$ cat config.mk
export PLATFORM = sky130hd
export DESIGN_NAME = sedm_front
export DESIGN_NICKNAME = d
export VERILOG_FILES = /design/src/rtl/single_edit_dictionary_match_defines.svh /design/src/rtl/sedm_pkg.sv /design/src/rtl/sedm_front.sv
export SDC_FILE = /design/constraint.sdc
export NUM_CORES = 1
export LEC_CHECK = 0
export BUFFER_PORTS_ARGS = -buffer_cell sky130_fd_sc_hd__buf_2
export CAP_MARGIN = 20
export CORE_ASPECT_RATIO = 0.6
export CORE_MARGIN = 2
export CORE_UTILIZATION = 55
export CTS_CLUSTER_DIAMETER = 30
export DETAILED_ROUTE_END_ITERATION = 10
export PLACE_DENSITY = 0.85
export SETUP_SLACK_MARGIN = 0.3
export SKIP_LAST_GASP = 1
export SYNTH_ARGS = -nofsm -noshare
export SYNTH_HDL_FRONTEND = slang
export SYNTH_SLANG_ARGS = --single-unit
$ cat constraint.sdc
create_clock -name clock -period 3 [get_ports clock]
set_input_delay 0.6 -clock clock [delete_from_list [all_inputs] [get_ports clock]]
set_output_delay 0.6 -clock clock [all_outputs]
set_load 0.03 [all_outputs]
$ cat src/rtl/single_edit_dictionary_match_defines.svh
// Assertion macros for the dictionary match block
`ifndef SINGLE_EDIT_DICTIONARY_MATCH_DEFINES_SVH
`define SINGLE_EDIT_DICTIONARY_MATCH_DEFINES_SVH

// Assert that an antecedent implies a consequent in the same cycle
`define SEDM_ASSERT_IMP(label, clk, rst, a, c, msg) \
   label: assert property (@(posedge clk) disable iff (rst) (a) |-> (c)) else $error(msg);

// Assert that an antecedent implies a consequent in the next cycle
`define SEDM_ASSERT_NEXT(label, clk, rst, a, c, msg) \
   label: assert property (@(posedge clk) disable iff (rst) (a) |=> (c)) else $error(msg);

`endif

$ cat src/rtl/sedm_pkg.sv
// ----------------------------------------------------------------------------
// sedm_pkg
// Shared types and codes of the single-edit dictionary match block.
// ----------------------------------------------------------------------------
`default_nettype none
package sedm_pkg;

   localparam logic [1:0] OP_LOAD  = 2'd0;
   localparam logic [1:0] OP_QUERY = 2'd1;
   localparam logic [1:0] OP_CLEAR = 2'd2;

   localparam logic [1:0] ST_CORRECT = 2'd0;
   localparam logic [1:0] ST_MISSPELL = 2'd1;
   localparam logic [1:0] ST_UNKNOWN = 2'd2;

   // kind of command handed from front to back
   typedef enum logic [1:0] {
      CMD_LOAD,
      CMD_CLEAR,
      CMD_QCHAR,
      CMD_QEND
   } cmd_kind_type;

   typedef struct packed {
      cmd_kind_type kind;
      logic [7:0]   character;
      logic         word_end;
   } cmd_type;

   // back end sequencer states
   typedef enum logic [2:0] {
      BK_IDLE,
      BK_FETCH,
      BK_CMP,
      BK_DONE,
      BK_OUT
   } back_state_type;

endpackage
`default_nettype wire

$ cat src/rtl/sedm_front.sv
// ----------------------------------------------------------------------------
// sedm_front
// Accept items, classify them and push commands into a short queue.
// ----------------------------------------------------------------------------
`default_nettype none
module sedm_front
   import sedm_pkg::*;
(
   input  wire logic       clock,
   input  wire logic       reset,
   input  wire logic       req_valid,
   output logic            req_stall,
   input  wire logic [1:0] req_operation,
   input  wire logic [7:0] req_character,
   input  wire logic       req_word_end,
   output logic            cmd_valid,
   input  wire logic       cmd_pop,
   output cmd_type         cmd_data
);

   localparam int DEPTH = 4;

   cmd_type    fifo_ff [DEPTH];
   logic [1:0] wr_ptr_ff, wr_ptr_in, rd_ptr_ff, rd_ptr_in;
   logic [2:0] count_ff, count_in;
   logic       push;
   cmd_type    cmd_new;

   assign req_stall = (count_ff == 3'(DEPTH));
   assign cmd_valid = (count_ff != 3'd0);
   assign cmd_data  = fifo_ff[rd_ptr_ff];

   // classify the item; unused operation codes push nothing
   always_comb begin
      cmd_new.character = req_character;
      cmd_new.word_end  = req_word_end;
      cmd_new.kind      = CMD_LOAD;
      push              = req_valid && !req_stall;
      unique case (req_operation)
         OP_LOAD:  cmd_new.kind = CMD_LOAD;
         OP_CLEAR: cmd_new.kind = CMD_CLEAR;
         OP_QUERY: cmd_new.kind = req_word_end ? CMD_QEND : CMD_QCHAR;
         default:  push = 1'b0;
      endcase
   end

   // advance queue pointers
   always_comb begin
      wr_ptr_in = wr_ptr_ff + 2'(push);
      rd_ptr_in = rd_ptr_ff + 2'(cmd_pop);
      count_in  = count_ff + 3'(push) - 3'(cmd_pop);
   end

   always_ff @(posedge clock) begin
      if (reset) begin
         wr_ptr_ff <= '0;
         rd_ptr_ff <= '0;
         count_ff  <= '0;
      end else begin
         wr_ptr_ff <= wr_ptr_in;
         rd_ptr_ff <= rd_ptr_in;
         count_ff  <= count_in;
      end
   end

   always_ff @(posedge clock) begin
      if (push) begin
         fifo_ff[wr_ptr_ff] <= cmd_new;
      end
   end

endmodule
`default_nettype wire

## Word-level counts from Yosys, hierarchy flattened

Memories as Yosys holds them, arrays and structs flattened. A register that Yosys moved wholly into a read port is not among the register bits.
Index checks and enable logic that the tools add are counted.
W data, S select, Z words.

- Input port bits: 15
- Memories kept: 1
- Register bits after elaboration: 7
- Output and inout port bits: 13
- RAM bits: 44
- Logic and storage cells: 22

Memories:

| memory | words | width | rd ports | clocked after Yosys merged registers in | write ports | RTL line | text |
|---|---|---|---|---|---|---|---|
| fifo_ff | 4 | 11 | 1 | 1 | 1 | sedm_front.sv:23 | `cmd_type fifo_ff [DEPTH];` |

- Muxes and demuxes: 6
- Reduce and logical (&&, ||, !) cells: 5
- Add/subtract/negate cells: 4
- Equal/unequal tests: 3

Operators by type and width:

| kind | count |
|---|---|
| $add A2 B1 Y2 | 2 |
| $mux W1 | 4 |
| $pmux W2 S2 | 1 |
| $add A3 B1 Y3 | 1 |
| $eq A3 B3 Y1 const B | 1 |
| $reduce_bool A3 Y1 | 1 |
| $reduce_or A3 Y1 | 1 |
| $sub A3 B1 Y3 | 1 |
| $eq A2 B1 Y1 const B | 1 |
| $eq A2 B2 Y1 const B | 1 |
| $logic_not A2 Y1 | 1 |
| $mux W2 | 1 |
| $logic_and A1 B1 Y1 | 1 |
| $logic_not A1 Y1 | 1 |

## Longest topological paths before layout

Gate-level depths: netlist of run 1.

- Word-level depth: 6
- Gate-level depth with buffers: 10
- Gate-level depth less buffers: 10

## Worst setup path before layout of run 1

OpenSTA, ideal clock, no wires.

- Kind: input port to flip-flop
- Start: in req_operation[0]
- End: mem fifo_ff[1][0] in the netlist's numbering, enable pin
- Path buffers: 0
- Data required time: 2.588 ns
- Library setup time: 0.412 ns
- Stages on the path: 3
- Setup slack: 0.357 ns
- Arrival time: 2.231 ns
- Path through: ha_1 nand2b_1 nor4b_1

- Word-level cells in the longest chain between the ends: 5
- Elaborated cells between the ends (all ways): 7
- Classes of those cells: eq/ne: 2; mux: 3; reduce/logical: 2

Ends and longest elaborated chain:

| what | RTL line | text |
|---|---|---|
| from (decl) | sedm_front.sv:13 | `input wire logic [1:0] req_operation,` |
| $eq A2 B1 Y1 (tied with other cells) | sedm_front.sv:39 | `unique case (req_operation)` |
| $reduce_or A3 Y1 (no line) * | -- |  |
| $mux W1 * | sedm_front.sv:39 |  |
| $mux W1 * | sedm_front.sv:67 | `if (push) begin` |
| $mux W1 (implied by the code) * | sedm_front.sv:68 | `fifo_ff[wr_ptr_ff] <= cmd_new;` |
| to (decl) | sedm_front.sv:23 |  |

Every way passes the cells marked *; elsewhere a longest branch is shown, timed or not.

==> flow_summary.toml, run 1 <==
[drt]
topRoutingLayerUsed = "met4"
drc = 0
drt_iter0_drc = 47
wl_met1_um = 1408
drt_pre_antenna_iters = 4
vias = 1011
ant_nets = 0
wl_met3_um = 134
dr_wl_met2_um = 1576
wirelength_um = 3171
avgRoutedWirePerCell_um = 17.23
routed_via_density = 5.495

[clock_tree]
cts_tree = "yes"
numCtsBuffers = 5
cts-htree-levels = 2
cts_max_path_buffers = 2
post_cts_buffers = 0
clk_pin_slew_ps = 80
cts.sink_count = 51
ctsHoldBuffers = 0
postCtsResizedCells = 0
clk_latency_ps = 300
clockRootBuffer = "clkbuf_8"

[sta]
tightestPinTransition_ps = 581.2
period_share_pct = 80.76
drv_slew = 0
post-route-min-period_ps = 2423
final_hold_viol_count = 0
rsz0062_at_grt = "no"
setup_viol = 0
tns_ps = 0
slew_headroom_pct = 61.20
fin_skew_ps = 6.599
timing.fmax_ghz = 0.4128

[yosys]
syn-num-nets = 123
synth_area_um2 = 2014
syn_avg_cell_area_um2 = 20.35
ys_ff_latch = 51
syn_inst = 99
ys_types = 22
yosysSeqAreaShare_pct = 72.55
ys_warn_count = 0

[power]
power_mw = 1.669
peakVddDrop_mv = 0.3582
p_sw_uw = 435.1
intPower_mw = 1.234
p_per_area_nw_per_um2 = 705.0
clkPwrFrac_pct = 26.9
pwr-share-seq_pct = 52.7
p_comb_share_pct = 20.4
switching_share_pct = 26.07
leakagePower_nw = 0.8679

[final_layout]
syn_to_final_growth_pct = 17.52
drive_above_1_share_pct = 39.57
nets = 162
fillers = 215
layout.cells.non_filler = 184
final_util_pct = 69.97
antenna_cells = 0

[run_status]
outcome = "completed"

[run]
cap_violations = 0

[global_routing]
grtUsageTotal_pct = 18.02
grt_max_degree = 16
grt_overflow = 0
grt_pass1_vias = 1057
antenna_found_initial = 0
grt_pass1_wl_um = 5119

[die]
initial_utilization_pct = 59.54
die_y_um = 50.88
die-area_um2 = 4179
num_io_pins = 28
std_cell_rows = 16
die_w_um = 82.13
core-area_um2 = 3383

[placed_design]
place_congestion = 0.7208
place_hpwl_um = 2264
dpl.cell_count = 176
port_buffers = 27

[setup_path]
path_buf_inv = 2
crit_required_ps = 2400
cp_cell_sequence = "buf_4 -> mux4_2 -> buf_2"
cp_slowest_stage_delay_ps = 540
critPathKind = "flop to primary output"
rrSetupSlack_ps = 770
crit_path_end_kind = "primary output"
critPathTopFamily = "flip-flops"
cp_slowest_cell = "dfxtp_1"
worstSetupStartpointType = "flop"
path_max_fanout = 7
cp.arrival_ps = 1820

[worst_hold_path]
hp-class = "input port to flop"
==> cells in the final DEF, fill, tap and decap left out, types with 3 or more instances in the layout <==
cell and n:
buf_4 7, nor2b_1 3, nor2_1 6, ha_1 8, edfxtp_1 44, dfxtp_1 7
mux4_2 10, inv_1 4, buf_2 27, clkbuf_8 5
==> cells in the mapped netlist, drive strengths merged <==
master	instances	area, um^2
edfxtp	44	1321
mux4	11	251.5
ha	8	100.1
dfxtp	7	140.1
nor2	6	22.52
inv	4	15.01
nor2b	3	18.77
buf	2	16.26
nor4b	2	17.52
xnor2	2	17.52
a21oi	1	5.000
fa	1	20.02
nand2	1	3.750
nand2b	1	6.260
nor3	1	5.000
nor3b	1	12.51
nor4	1	6.260
or2	1	6.260
or3	1	6.260
xnor3	1	22.52
==> through the flow <==
stage                     instance area, um^2  setup WS, ps  hold slack [ps]
after floorplan                          2014         356.6            528.4
after global placement                   2261         359.8            570.3
after global routing                     2367         444.7            517.2
final                                    2367         577.3            521.0
after detailed placement                 2261         284.4            600.5
after CTS                                2367         549.0            509.8
==> flip-flops by register name, indices dropped and copies added, names as in the netlist <==
signal / flops
count_ff: 3
rd_ptr_ff: 2
wr_ptr_ff: 2
fifo_ff: 44
==> cells by family (layout without fill, tap and decap cells) <==
kind of cell             after synthesis  in the layout  share of synthesized area, %
AND/OR/NAND/NOR                       18             18                         5.218
adder cells (fa/ha/maj)                9              9                         5.963
XOR/XNOR                               3              3                         1.988
AO/OA/AOI/OAI                          1              1                        0.2482
buffers and inverters                  6             46                         1.552
multiplexers                          11             11                         12.48
flip-flops                            51             51                         72.55
==> power by group through the flow <==
stage / Clock, mW / Sequential, mW / Combinational [mW]
detailed placement: 0 / 0.896 / 0.344
CTS: 0.455 / 0.880 / 0.346
global route: 0.483 / 0.887 / 0.373
finish: 0.449 / 0.879 / 0.341
floorplan: 0 / 0.878 / 0.251
global placement: 0 / 0.889 / 0.329
==> metal layers <==
metal  GRT usage (%)  up-vias
met3           5.477        5
met2           29.00       27
met4           8.611        0
met1           22.58      512
met5               0        -
li1                -      467
==> cell type report <==
| class | count | area [um^2] | share of cell area, % |
|---|---|---|---|
| repair buffers | 34 | 187.7 | 7.928 |
| multi-input cells | 42 | 540.5 | 22.83 |
| well taps | 45 | 56.30 | 2.378 |
| flip-flops and latches | 51 | 1461 | 61.73 |
| clock inverters | 1 | 30.03 | 1.268 |
| clock buffers | 7 | 76.32 | 3.224 |
| inverters | 4 | 15.01 | 0.6342 |
==> worst paths after layout <==
kind                                              start                      end  cells past startpoint
worst max register to register   count_ff[1]$_SDFF_PP0_   count_ff[2]$_SDFF_PP0_                      9
worst min-delay path                   req_character[3]  fifo_ff[2][4]$_DFFE_PP_                      1
worst min register to register  wr_ptr_ff[1]$_SDFF_PP0_  wr_ptr_ff[1]$_SDFF_PP0_                      2
worst max-delay path            rd_ptr_ff[0]$_SDFF_PP0_              cmd_data[7]                      3
Note: power is estimated with default switching activity, not from simulation.
==> run 2: changes to the inputs <==
--- a/config.mk
+++ b/config.mk
@@ -9,10 +9,10 @@
 export CAP_MARGIN = 20
 export CORE_ASPECT_RATIO = 0.6
 export CORE_MARGIN = 2
-export CORE_UTILIZATION = 55
+export CORE_UTILIZATION = 50
 export CTS_CLUSTER_DIAMETER = 30
 export DETAILED_ROUTE_END_ITERATION = 10
-export PLACE_DENSITY = 0.85
+export PLACE_DENSITY = 0.82
 export SETUP_SLACK_MARGIN = 0.3
 export SKIP_LAST_GASP = 1
 export SYNTH_ARGS = -nofsm -noshare
==> constraint.sdc (replaced) <==
create_clock -name clock -period 2.2 [get_ports clock]
set_input_delay 0.44 -clock clock [delete_from_list [all_inputs] [get_ports clock]]
set_output_delay 0.44 -clock clock [all_outputs]
set_load 0.03 [all_outputs]
==> run 2 against run 1 <==
  * Clock skew fell by 3.9 ps
  * Non-clock buffer count rose by 10
  * Sequential share of layout area fell by 5.3 points
  * Final cell count rose by 6.5%
  * Via count rose by 3.2%
==> flow_summary.toml, run 2 (synthesized netlist as in run 1, its figures left out) <==
[final_layout]
antenna_cells = 0
drive_above_1_share_pct = 51.68
fillers = 233
layout.cells.non_filler = 196
final_util_pct = 69.16
register_area_um2 = 1469
most-common-layout-cells = "edfxtp_1 (44), buf_4 (15), buf_2 (14)"
largestRegisters = "fifo_ff (44), count_ff (3)"
final_common_cell = "edfxtp_1"
nets = 172
largest_reg_flops = 44
stdcell_area_um2 = 2604
multi_input_area_um2 = 593.1
regMostFlops = "fifo_ff"
syn_to_final_growth_pct = 29.25

[die]
die_w_um = 85.95
std_cell_rows = 17
die_y_um = 53.17
initial_utilization_pct = 53.51
core-area_um2 = 3765
die-area_um2 = 4569
num_io_pins = 28

[placed_design]
dpl.cell_count = 185
place_hpwl_um = 2465
placed_area_um2 = 2345
place_ws_ps = -140.6
port_buffers = 27
place_congestion = 0.7516

[sta]
tns_ps = 0
timing.fmax_ghz = 0.5197
final_hold_viol_count = 0
tightestPinTransition_ps = 295.0
rsz0062_at_grt = "yes"
fin_skew_ps = 2.671
drv_slew = 0
timing.hold.ws_ps = 363.4
setup_viol = 0
slew_headroom_pct = 80.28
setup_ws_ps = 275.8
period_share_pct = 87.46
post-route-min-period_ps = 1924

[drt]
topRoutingLayerUsed = "met4"
vias = 1043
wl_met1_um = 1494
ant_nets = 0
drc = 0
wl_met3_um = 172
dr_wl_met2_um = 1786
drt_pre_antenna_iters = 4
routed_via_density = 5.321
wirelength_um = 3482
drt_iter0_drc = 41
avgRoutedWirePerCell_um = 17.77

[setup_path]
crit_path_end_kind = "flop"
cp.arrival_ps = 2120
cp_slowest_cell = "fa_2"
critPathTopFamily = "adder cells"
path_buf_inv = 3
cp-startpoint = "req_operation[1]"
critPathKind = "input port to flop"
cp_slowest_stage_delay_ps = 340
crit_required_ps = 2400
cp_cell_sequence = "buf_6 -> ha_4 -> nand2b_4 -> or2_4 -> ha_4 -> inv_4 -> ha_4 -> inv_2 -> fa_2 -> xnor3_1 -> nor2_1"
worstSetupStartpointType = "input port"
reg2reg_from = "count_ff[2]$_SDFF_PP0_"
path_max_fanout = 2
cp_common_cell = "ha_4"

[run_status]
outcome = "completed"

[global_routing]
grtUsageTotal_pct = 17.22
antenna_found_initial = 0
grt_pass1_wl_um = 5526
grt_pass1_vias = 1111
grt_max_degree = 16
grt_overflow = 0

[power]
peakVddDrop_mv = 0.6049
power_mw = 2.440
leakagePower_nw = 0.9500
p_per_area_nw_per_um2 = 937.2

[clock_tree]
clk_latency_ps = 290
clk_pin_slew_ps = 80
numCtsBuffers = 5
cts_max_path_buffers = 2
cts_tree = "yes"
cts.sink_count = 51
clockRootBuffer = "clkbuf_8"
cts-htree-levels = 2
ctsHoldBuffers = 0

[worst_hold_path]
hold_start = "req_character[3]"
hp-class = "input port to flop"

[run]
cap_violations = 0
## run 2: cell type report
| cell class | count | area share [%] |
|---|---|---|
| Clock buffer | 7 | 2.931 |
| Clock inverter | 1 | 1.153 |
| Inverter | 4 | 0.6728 |
| Multi-Input combinational cell | 42 | 22.78 |
| Sequential cell | 51 | 56.42 |
| Tap cell | 47 | 2.259 |
| Timing Repair Buffer | 44 | 13.79 |
## run 2: path summary, 6_finish.rpt
path | end | slack [ps] | depth (start not counted)
max | count_ff[2]$_SDFF_PP0_ | 280 | 11
min | fifo_ff[3][4]$_DFFE_PP_ | 360 | 1
max reg2reg | count_ff[2]$_SDFF_PP0_ | 310 | 9
min reg2reg | rd_ptr_ff[1]$_SDFF_PP0_ | 620 | 2
## run 2: repair_timing
item                                   CTS  global route
pin swaps                                6             2
resized for setup                       40             4
endpoints found under the hold margin    0             0
setup buffers                            2             1
setup endpoints to repair               13            13
## run 2: worst reg2reg max path: cells and delay by family (launching register included)
kind          cells  cell delay, ps
fa+ha+maj         3             690
simple gates      3             450
flops             1             350
xor+xnor          1             220
buf+inv           2              80
## run 2: routing by layer
metal | vias up | GRT usage (%)
li1 | 483 | -
met5 | - | 0
met1 | 523 | 21.54
met3 | 5 | 4.836
met2 | 32 | 28.81
met4 | 0 | 7.143
## run 2: power by group
part           internal, mW  switching (mW)
sequential             1.15          0.0621
combinational         0.308           0.305
clock                 0.340           0.279
